===== src/hw/rtl/ile_pkg.sv =====
// Shared constants for the indexed list engine: operation and status codes, default sizes.
package ile_pkg;

	localparam int DEF_CAPACITY  = 64;
	localparam int DEF_ITEM_BITS = 32;

	localparam int OP_W    = 3;
	localparam int POS_W   = 7;
	localparam int VAL_W   = 32;
	localparam int STAT_W  = 2;
	localparam int COUNT_W = 7;

	localparam logic [OP_W-1:0] OP_APPEND  = 3'd0;
	localparam logic [OP_W-1:0] OP_INSERT  = 3'd1;
	localparam logic [OP_W-1:0] OP_ORDERED = 3'd2;
	localparam logic [OP_W-1:0] OP_REMOVE  = 3'd3;
	localparam logic [OP_W-1:0] OP_READ    = 3'd4;
	localparam logic [OP_W-1:0] OP_CLEAR   = 3'd5;

	localparam logic [STAT_W-1:0] ST_DONE  = 2'd0;
	localparam logic [STAT_W-1:0] ST_FULL  = 2'd1;
	localparam logic [STAT_W-1:0] ST_RANGE = 2'd2;

endpackage


===== src/hw/rtl/ile_mem.sv =====
// Entry storage: one write port, one read port with registered read data.
module ile_mem import ile_pkg::*; #(
	parameter int DEPTH = DEF_CAPACITY,
	parameter int WIDTH = DEF_ITEM_BITS
) (
	input  logic                     clk,
	input  logic                     we,
	input  logic [$clog2(DEPTH)-1:0] waddr,
	input  logic [WIDTH-1:0]         wdata,
	input  logic [$clog2(DEPTH)-1:0] raddr,
	output logic [WIDTH-1:0]         rdata
);

	logic [WIDTH-1:0] mem_q [DEPTH];
	logic [WIDTH-1:0] rdata_q;

	always_ff @(posedge clk) begin
		if (we) begin
			mem_q[waddr] <= wdata;
		end
		rdata_q <= mem_q[raddr];
	end

	assign rdata = rdata_q;

endmodule


===== src/hw/rtl/indexed_list_engine_core.sv =====
// Top level of the indexed list engine: request sequencer, compare unit and result register.
//
//  channel | signals                                   | direction
//  --------+-------------------------------------------+----------
//  in      | in_valid, in_ready, op, position,         | to block
//          | item_value                                |
//  out     | out_valid, out_ready, status, read_value, | from block
//          | entry_count                               |
//  cfg     | cfg_we, cfg_wdata (compare_mode)          | to block
//
// The entry memory has one read and one write port; every moved entry is read, then
// written, and every compared entry is read, then compared. Insert shifts the later
// entries up one place and remove shifts them down; ordered insert first searches from
// index 0 for the first stored entry that orders after the value, then shifts up.
// One request is worked at a time; in_ready is low meanwhile.
// The finished word waits in the output register, so the next request is taken while it
// is stalled; a second result waits until the first is taken. Reset empties the list.
module indexed_list_engine_core import ile_pkg::*; #(
	parameter int CAPACITY  = DEF_CAPACITY,
	parameter int ITEM_BITS = DEF_ITEM_BITS
) (
	input  logic               clk,
	input  logic               arst_n,
	input  logic               in_valid,
	output logic               in_ready,
	input  logic [OP_W-1:0]    op,
	input  logic [POS_W-1:0]   position,
	input  logic [VAL_W-1:0]   item_value,
	output logic               out_valid,
	input  logic               out_ready,
	output logic [STAT_W-1:0]  status,
	output logic [VAL_W-1:0]   read_value,
	output logic [COUNT_W-1:0] entry_count,
	input  logic               cfg_we,
	input  logic               cfg_wdata
);

	localparam int IDX_W = $clog2(CAPACITY);
	localparam int CNT_W = $clog2(CAPACITY + 1);
	localparam int CMP_W = (CNT_W > POS_W) ? CNT_W : POS_W;

	localparam logic [3:0] S_IDLE     = 4'd0;
	localparam logic [3:0] S_SRCH_RD  = 4'd1;
	localparam logic [3:0] S_SRCH_CMP = 4'd2;
	localparam logic [3:0] S_SHU_RD   = 4'd3;
	localparam logic [3:0] S_SHU_WR   = 4'd4;
	localparam logic [3:0] S_SHD_RD   = 4'd5;
	localparam logic [3:0] S_SHD_WR   = 4'd6;
	localparam logic [3:0] S_RD_WAIT  = 4'd7;
	localparam logic [3:0] S_FIN      = 4'd8;

	logic [3:0]           state_q;
	logic [CNT_W-1:0]     cnt_q;
	logic [CNT_W-1:0]     idx_q;
	logic [CNT_W-1:0]     tgt_q;
	logic [ITEM_BITS-1:0] val_q;
	logic [STAT_W-1:0]    stat_q;
	logic [ITEM_BITS-1:0] rdv_q;
	logic                 cmp_mode_q;

	logic                 out_vld_q;
	logic [STAT_W-1:0]    out_stat_q;
	logic [VAL_W-1:0]     out_rdv_q;
	logic [COUNT_W-1:0]   out_cnt_q;

	logic                 mem_we;
	logic [IDX_W-1:0]     mem_waddr;
	logic [ITEM_BITS-1:0] mem_wdata;
	logic [IDX_W-1:0]     mem_raddr;
	logic [ITEM_BITS-1:0] mem_rdata;

	logic [CNT_W-1:0]     idx_dn;
	logic [CNT_W-1:0]     idx_up;
	logic [CMP_W-1:0]     pos_x;
	logic [CMP_W-1:0]     cnt_x;
	logic                 pos_in;
	logic                 full;
	logic [63:0]          in_wide;
	logic [ITEM_BITS-1:0] in_val;
	logic [63:0]          rdv_wide;
	logic [ITEM_BITS-1:0] sgn;
	logic                 greater;
	logic                 out_free;

	ile_mem #(
		.DEPTH (CAPACITY),
		.WIDTH (ITEM_BITS)
	) u_mem (
		.clk   (clk),
		.we    (mem_we),
		.waddr (mem_waddr),
		.wdata (mem_wdata),
		.raddr (mem_raddr),
		.rdata (mem_rdata)
	);

	assign idx_dn   = idx_q - CNT_W'(1);
	assign idx_up   = idx_q + CNT_W'(1);
	assign pos_x    = CMP_W'(position);
	assign cnt_x    = CMP_W'(cnt_q);
	assign pos_in   = pos_x < cnt_x;
	assign full     = cnt_q == CNT_W'(CAPACITY);
	assign in_wide  = 64'(item_value);
	assign in_val   = in_wide[ITEM_BITS-1:0];
	assign rdv_wide = 64'(rdv_q);

	// compare: stored entry orders strictly after the new value
	assign sgn     = ITEM_BITS'(cmp_mode_q) << (ITEM_BITS - 1);
	assign greater = (mem_rdata ^ sgn) > (val_q ^ sgn);

	assign out_free = !out_vld_q || out_ready;
	assign in_ready = state_q == S_IDLE;

	always_comb begin
		mem_we    = 1'b0;
		mem_waddr = idx_q[IDX_W-1:0];
		mem_wdata = mem_rdata;
		mem_raddr = idx_q[IDX_W-1:0];
		unique case (state_q)
			S_IDLE: begin
				// fetch the addressed entry while the request is offered
				mem_raddr = pos_x[IDX_W-1:0];
			end
			S_SHU_RD: begin
				if (idx_q == tgt_q) begin
					mem_we    = 1'b1;
					mem_wdata = val_q;
				end else begin
					mem_raddr = idx_dn[IDX_W-1:0];
				end
			end
			S_SHU_WR: begin
				mem_we = 1'b1;
			end
			S_SHD_RD: begin
				mem_raddr = idx_up[IDX_W-1:0];
			end
			S_SHD_WR: begin
				mem_we = 1'b1;
			end
			default: begin
			end
		endcase
	end

	always_ff @(posedge clk or negedge arst_n) begin
		if (!arst_n) begin
			state_q    <= S_IDLE;
			cnt_q      <= '0;
			idx_q      <= '0;
			tgt_q      <= '0;
			val_q      <= '0;
			stat_q     <= ST_DONE;
			rdv_q      <= '0;
			cmp_mode_q <= 1'b0;
			out_vld_q  <= 1'b0;
		end else begin
			if (cfg_we) begin
				cmp_mode_q <= cfg_wdata;
			end
			if (state_q == S_FIN && out_free) begin
				out_vld_q <= 1'b1;
			end else if (out_ready) begin
				out_vld_q <= 1'b0;
			end
			unique case (state_q)
				S_IDLE: begin
					if (in_valid) begin
						rdv_q <= '0;
						val_q <= in_val;
						unique case (op)
							OP_APPEND, OP_INSERT, OP_ORDERED: begin
								if (full) begin
									stat_q  <= ST_FULL;
									state_q <= S_FIN;
								end else if (op == OP_ORDERED) begin
									stat_q  <= ST_DONE;
									idx_q   <= '0;
									state_q <= S_SRCH_RD;
								end else begin
									stat_q  <= ST_DONE;
									idx_q   <= cnt_q;
									tgt_q   <= (op == OP_INSERT && pos_in) ?
									           CNT_W'(position) : cnt_q;
									state_q <= S_SHU_RD;
								end
							end
							OP_REMOVE: begin
								if (!pos_in) begin
									stat_q  <= ST_RANGE;
									state_q <= S_FIN;
								end else begin
									stat_q  <= ST_DONE;
									cnt_q   <= cnt_q - CNT_W'(1);
									idx_q   <= CNT_W'(position);
									state_q <= S_SHD_RD;
								end
							end
							OP_READ: begin
								if (!pos_in) begin
									stat_q  <= ST_RANGE;
									state_q <= S_FIN;
								end else begin
									stat_q  <= ST_DONE;
									idx_q   <= CNT_W'(position);
									state_q <= S_RD_WAIT;
								end
							end
							OP_CLEAR: begin
								stat_q  <= ST_DONE;
								cnt_q   <= '0;
								state_q <= S_FIN;
							end
							default: begin
								stat_q  <= ST_DONE;
								state_q <= S_FIN;
							end
						endcase
					end
				end
				S_RD_WAIT: begin
					// capture the entry addressed while idle
					rdv_q   <= mem_rdata;
					state_q <= S_FIN;
				end
				S_SRCH_RD: begin
					if (idx_q == cnt_q) begin
						tgt_q   <= cnt_q;
						state_q <= S_SHU_RD;
					end else begin
						state_q <= S_SRCH_CMP;
					end
				end
				S_SRCH_CMP: begin
					if (greater) begin
						tgt_q   <= idx_q;
						idx_q   <= cnt_q;
						state_q <= S_SHU_RD;
					end else begin
						idx_q   <= idx_up;
						state_q <= S_SRCH_RD;
					end
				end
				S_SHU_RD: begin
					if (idx_q == tgt_q) begin
						cnt_q   <= cnt_q + CNT_W'(1);
						state_q <= S_FIN;
					end else begin
						state_q <= S_SHU_WR;
					end
				end
				S_SHU_WR: begin
					idx_q   <= idx_dn;
					state_q <= S_SHU_RD;
				end
				S_SHD_RD: begin
					state_q <= (idx_q == cnt_q) ? S_FIN : S_SHD_WR;
				end
				S_SHD_WR: begin
					idx_q   <= idx_up;
					state_q <= S_SHD_RD;
				end
				S_FIN: begin
					// hold until the output register frees up
					if (out_free) begin
						state_q <= S_IDLE;
					end
				end
				default: begin
					state_q <= S_IDLE;
				end
			endcase
		end
	end

	// payload registers
	always_ff @(posedge clk) begin
		if (state_q == S_FIN && out_free) begin
			out_stat_q <= stat_q;
			out_rdv_q  <= rdv_wide[VAL_W-1:0];
			out_cnt_q  <= COUNT_W'(cnt_q);
		end
	end

	assign out_valid   = out_vld_q;
	assign status      = out_stat_q;
	assign read_value  = out_rdv_q;
	assign entry_count = out_cnt_q;

endmodule

===== config.mk =====
export PLATFORM = sky130hd
export DESIGN_NAME = indexed_list_engine_core
export DESIGN_NICKNAME = d
export VERILOG_FILES = /design/src/hw/rtl/ile_pkg.sv /design/src/hw/rtl/ile_mem.sv /design/src/hw/rtl/indexed_list_engine_core.sv
export SDC_FILE = /design/constraint.sdc
export NUM_CORES = 2
export LEC_CHECK = 0
export BUFFER_PORTS_ARGS = -buffer_cell sky130_fd_sc_hd__buf_2
export CORE_MARGIN = 5
export CORE_UTILIZATION = 30
export CTS_CLUSTER_SIZE = 20
export DETAILED_ROUTE_END_ITERATION = 6
export GPL_TIMING_DRIVEN = 0
export PLACE_DENSITY = 0.55
export SYNTH_ARGS = -nofsm -noshare
export SYNTH_HDL_FRONTEND = slang
export SYNTH_SLANG_ARGS = --single-unit

===== constraint.sdc =====
create_clock -name clk -period 12.9 [get_ports clk]
set_input_delay 2.58 -clock clk [delete_from_list [all_inputs] [get_ports clk]]
set_output_delay 2.58 -clock clk [all_outputs]
set_load 0.005 [all_outputs]

Word-level counts from Yosys, hierarchy flattened:

Memories as Yosys holds them, arrays and structs flattened. A register that Yosys moved wholly into a read port is not among the register bits.
Cells that the tools add are included.

* bitwise gates (word level): 2
* shifts and indexed selects: 0
* reduce and logical (&&, ||, !) cells: 20
* add/subtract/negate cells: 4
* magnitude comparators: 2
* multipliers: 0
* divide/modulo/power cells: 0
* mux-type cells: 47
* equal/unequal tests: 29

Operators with widths (number)
* two-way mux 7 bit: 15
* two-way mux 32 bit: 3
* one-hot mux 32 bit (2 select lines): 1
* bitwise XOR 32 bit: 2
* one-hot mux 7 bit (2 select lines): 3
* one-hot mux 4 bit (9 select lines): 1
* greater-than comparator 32 bit: 1
* two-way mux 4 bit: 7
* one-hot mux 7 bit (4 select lines): 1
* one-hot mux 7 bit (3 select lines): 1
* one-hot mux 6 bit (3 select lines): 1
* == test 4 x 3 -> 1 bit (second input constant): 4
* adder 7 x 1 -> 7 bit (second input constant): 2
* == test 7 bit: 2
* inequality test 2 bit (second input constant): 7
* subtractor 7 x 1 -> 7 bit (second input constant): 2
* one-hot mux 4 bit (3 select lines): 1
* AND reduction 5 bit: 2
* == test 4 x 2 -> 1 bit (second input constant): 2
* == test 7 bit (second input constant): 1
* less-than comparator 7 bit: 1
* two-way mux 1 bit: 7
* AND reduction 7 bit: 1
* == test 3 x 2 -> 1 bit (second input constant): 2
* 23 further kinds: 34

* register bits: 134
* word-level logic and storage cells: 117
* output and inout bits: 43
* bits in latches: 0
* memories kept: 1
* bits in writable memories: 2048
* input bits: 48
* ROM bits: 0

Memories
* u_mem.mem_q: depth 64, width 32, rd ports 1, clocked after Yosys merged registers in 1, write ports 1, RTL line ile_mem.sv:14 `logic [WIDTH-1:0] mem_q [DEPTH];`

Logic depth before layout (Yosys ltp):

* depth after elaboration: 8
* gate-level depth with buffers: 16
* gate-level depth less buffers: 12

Hierarchy:

Synthesis repeated with hierarchy kept, for this count alone.

* cell total of the unflattened synthesis: 4211
* area, all modules: 86713.2 um^2

Modules (own cells, without submodules)
* ile_mem: seq. area each 62139.6 um^2, instances 1, area each 78515.3 um^2, cells an instance 3324
* indexed_list_engine_core: seq. area each 3558.4 um^2, instances 1, area each 8197.9 um^2, cells an instance 887

Worst setup path after synthesis:

Ideal clock, no wire load.

* path type: input -> register
* from: input port out_ready
* to: register out_cnt_q[0], in the netlist entry_count[0] (enable)
* cell stages on the path: 2
* data required time: 12.456 ns
* library setup time: 0.444 ns
* setup slack: 7.892 ns
* buffers on the path: 0
* arrival: 4.564 ns
* cells stage by stage: nand2b_1 > nor2b_1

* word-level cells in the longest chain between the ends: 2

RTL lines
* start: declaration: RTL line indexed_list_engine_core.sv:30 `input logic out_ready,`
* logical OR 1 bit: RTL line indexed_list_engine_core.sv:111 `assign out_free = !out_vld_q || out_ready;`
* logical AND 1 bit: RTL line indexed_list_engine_core.sv:278 `if (state_q == S_FIN && out_free) begin`
* end signal: assignment: RTL line indexed_list_engine_core.sv:281 `out_cnt_q <= COUNT_W'(cnt_q);`
* end: declaration: RTL line indexed_list_engine_core.sv:64 `logic [COUNT_W-1:0] out_cnt_q;`

Every way passes these cells.
A chain may end at the register's enable or synchronous reset.

Worst setup path after layout:

* from: input port position[2]
* to: register u_mem.rdata_q[26], in the netlist u_mem.rdata[26], read port of u_mem.mem_q

* word-level cells in the longest chain between the ends: 1

RTL lines
* start: declaration: RTL line indexed_list_engine_core.sv:27 `input logic [POS_W-1:0] position,`
* one-hot mux 6 bit (3 select lines): RTL line indexed_list_engine_core.sv:119 `unique case (state_q)`
* end: declaration: RTL line ile_mem.sv:15 `logic [WIDTH-1:0] rdata_q;`

Every way passes these cells.

==> Flow_metrics.wiki <==
{| class="wikitable"
! Metric !! Value
|-
| Endpoint type of the worst setup path || register
|-
| Final count of hold timing violations || 0
|-
| Final slew viol count || 45
|-
| Transition time at the pin with the least slew margin || 1599 ps
|-
| Warnings, synthesis || 0
|-
| Mean routed wirelength per cell || 33.39 um
|-
| Worst hold slack || 443.2 ps
|-
| M3 GR Usage || 7.483%
|-
| Vertical die dimension || 550.5 um
|-
| TritonCTS Sinks || 2214
|-
| Most numerous cell in the Yosys netlist || sky130_fd_sc_hd__edfxtp_1
|-
| Synth Net Count || 6049
|-
| Fmax || 0.1340 GHz
|-
| Total global-route track usage || 22.41%
|-
| CTS tree || built
|-
| DR vias || 59870
|-
| RSZ-0062 raised after global routing || no
|-
| Clock period minus worst slack || 7460 ps
|-
| Final period util || 57.83%
|-
| Die area || 303000 um2
|-
| Initial antenna violation count || 26
|-
| M2 GR Usage || 33.37%
|-
| Proportion of synthesized chip area in sequential cells || 74.96%
|-
| Worst slew margin || -6.605%
|-
| Synth area leaders || sky130_fd_sc_hd__edfxtp_1, sky130_fd_sc_hd__mux2i_1, sky130_fd_sc_hd__nand2_1
|-
| Layout fillers || 27570
|-
| Std-Cell Core Area || 290800 um2
|-
| Delay contributed by the slowest stage of the critical path || 810 ps
|-
| Register bit total from synthesis || 2214
|-
| Nets || 6533
|-
| M1 GR Usage || 28.93%
|-
| Signed area change from the synthesized netlist to the final layout || 19.31%
|-
| Maximum net fanout on the critical path || 10
|-
| Pin count of the biggest net entering global routing || 74
|-
| DRC violation count after routing || 7
|-
| Count of distinct cell types in the synthesized netlist || 85
|-
| Violations in the final reports || design-rule violations, max-capacitance violations, max-slew violations
|-
| Primary FF master, synth || sky130_fd_sc_hd__edfxtp_1
|-
| Post-synthesis average cell area || 14.71 um2
|-
| Fraction of final layout cells with drive strength greater than 1 || 13.59%
|-
| Type of the most critical hold path || reg2reg
|-
| Maximum clock skew at final layout || 44.76 ps
|-
| Area fraction of the dominant cell type after synthesis || 71.58%
|-
| Post-detailed-route count of antenna-violating nets || 0
|-
| Total grt overflow || 0
|-
| Synthesized instance count || 5959
|-
| Vias in the first global route || 55050
|-
| Buffer cell driving the clock tree root || sky130_fd_sc_hd__clkbuf_16
|-
| Start-to-end type of the worst setup path || in2reg
|-
| Setup violation total in the final timing report || 0
|-
| Arrival time at the worst endpoint || 8090 ps
|-
| Number of top-level pins || 91
|-
| Die W || 550.5 um
|-
| Post-detailed-route via-to-cell ratio || 5.672
|-
| Share of async-settable or async-resettable flops after synthesis || 4.201%
|-
| Worst skew pair latency || 890 ps
|-
| Data required time at the worst endpoint || 13530 ps
|-
| Number of levels in the clock H-tree || 4
|-
| Final instance area || 104600 um2
|-
| Most Crowded Layer GR || met2
|-
| Reported max-cap violation count || 8
|-
| Most instantiated cells after synthesis || sky130_fd_sc_hd__edfxtp_1, sky130_fd_sc_hd__nand2_1, sky130_fd_sc_hd__mux2i_1, sky130_fd_sc_hd__a21oi_1, sky130_fd_sc_hd__o22ai_1
|-
| Setup TNS || 0 ps
|-
| Worst-path cell chain || buf_2 -> a22oi_1 -> o21a_1 -> nand2_1 -> nand2_1 -> buf_2 -> clkbuf_1 -> o22ai_1 -> o21ai_0 -> nand4_1 -> or3_1
|-
| Row Count || 198
|-
| Final Routed Wirelength || 352500 um
|-
| DRT iter0 DRCs || 10770
|-
| Number of enable flip-flop cells after synthesis || 2089
|-
| Worst-path cell with the longest stage delay || sky130_fd_sc_hd__nand2_1
|-
| Starting Density || 30.13%
|-
| First-pass GRT wire length || 468600 um
|-
| Count of input and output buffers || 90
|-
| Hpwl dp || 244600 um
|-
| Yosys top cell by area || sky130_fd_sc_hd__edfxtp_1
|-
| Post_cts resized || 0
|-
| Type of element launching the critical path || input pin
|-
| Clock transition time at the flip-flop clock pins of the worst setup and hold paths || 60 ps
|-
| Post-CTS Repair Setup Buffers || 0
|-
| CTS Hold Buffers Added || 0
|-
| Gp weighted congestion || 0.9181
|-
| Cell area after synthesis || 87640 um2
|-
| Status || finished with violations
|-
| Detailed-router iteration count before antenna repair || 7
|-
| Clock buffers created by TritonCTS || 221
|-
| Maximum buffer depth of the clock tree || 3
|-
| Instance area at placement || 97460 um2
|}
==> logic make-up after synthesis <==
| family | synth area share (%) |
|---|---|
| DFF | 74.96 |
| and+or+nand+nor | 8.413 |
| AOI/OAI and AO/OA | 7.351 |
| muxes | 6.125 |
| buffers and inverters | 2.256 |
| adders and majority gates | 0.5996 |
| xor gates and xnor gates | 0.2927 |
==> cell usage in the layout (no fill, tap or decap), drive strengths merged, types with 37 or more instances in the layout <==
master,count
a21oi,388
a22oi,42
a31oi,38
buf,477
clkbuf,415
clkinv,110
dfrtp,93
edfxtp,2089
ha,42
inv,63
mux2i,516
nand2,1096
nand3,141
nand4,37
nor2,127
nor3,70
nor4,133
o21ai,147
o22ai,250
==> per-stage QoR <==
| step | instances | setup WS [ps] | util, % |
|---|---|---|---|
| after floorplan | 5959 | 7892 | - |
| after global placement | 9949 | 2588 | 31.97 |
| after detailed placement | 10120 | 4802 | 33.51 |
| after CTS | 10530 | 5695 | 35.92 |
| after global routing | 10530 | 5560 | 35.93 |
| final | 10560 | 5440 | 35.95 |
==> critical path: cells and delay by family <==
family                 cells  cell delay [ps]
AO/OA/AOI/OAI              4             1400
AND/OR/NAND/NOR            4             2500
buffers and inverters      3             1570
==> sequential cells by signal (all words and copies together), names as in the netlist, 4 cells and up <==
name         count
cnt_q            7
entry_count      7
idx_q            7
rdv_q           32
read_value      32
state_q          4
tgt_q            7
u_mem.mem_q   2048
u_mem.rdata     32
val_q           32
==> final cells by class <==
class | count | area, um2 | area share, %
tap | 3900 | 4880 | 4.667
timing repair buffer | 261 | 4103 | 3.924
clock buffer | 276 | 5869 | 5.613
buffer | 355 | 1768 | 1.691
sequential | 2214 | 65700 | 62.83
multi-input combinational | 3334 | 20840 | 19.93
antenna | 27 | 67.56 | 0.06462
inverter | 56 | 210.2 | 0.2010
clock inverter | 133 | 1131 | 1.082
==> per-layer routing <==
layer / wire (um) / share of wire (%) / vias to the layer above
li1: - / - / 23820
met1: 131000 / 37 / 30290
met2: 150800 / 43 / 4720
met3: 48020 / 14 / 1008
met4: 22420 / 6.4 / 26
met5: 192 / 0.054 / -
==> final timing paths <==
kind	depth (start not counted)	end	slack, ps	start
worst min register to register	0	read_value[14]$_DFFE_PP_	440	rdv_q[14]$_DFFE_PN0P_
worst min-delay path	0	read_value[14]$_DFFE_PP_	440	rdv_q[14]$_DFFE_PN0P_
worst max-delay path	11	u_mem.rdata[26]$_DFF_P_	5440	position[2]
worst max register to register	14	u_mem.rdata[11]$_DFF_P_	6010	idx_q[0]$_DFFE_PN0P_
min in group asynchronous	1	cnt_q[5]$_DFFE_PN0P_	1590	arst_n
max in group asynchronous	2	rdv_q[11]$_DFFE_PN0P_	10640	arst_n
Power is left out: the tool's default activity adds up to more than one toggle a clock period on the data nets, which glitch-free logic cannot reach.
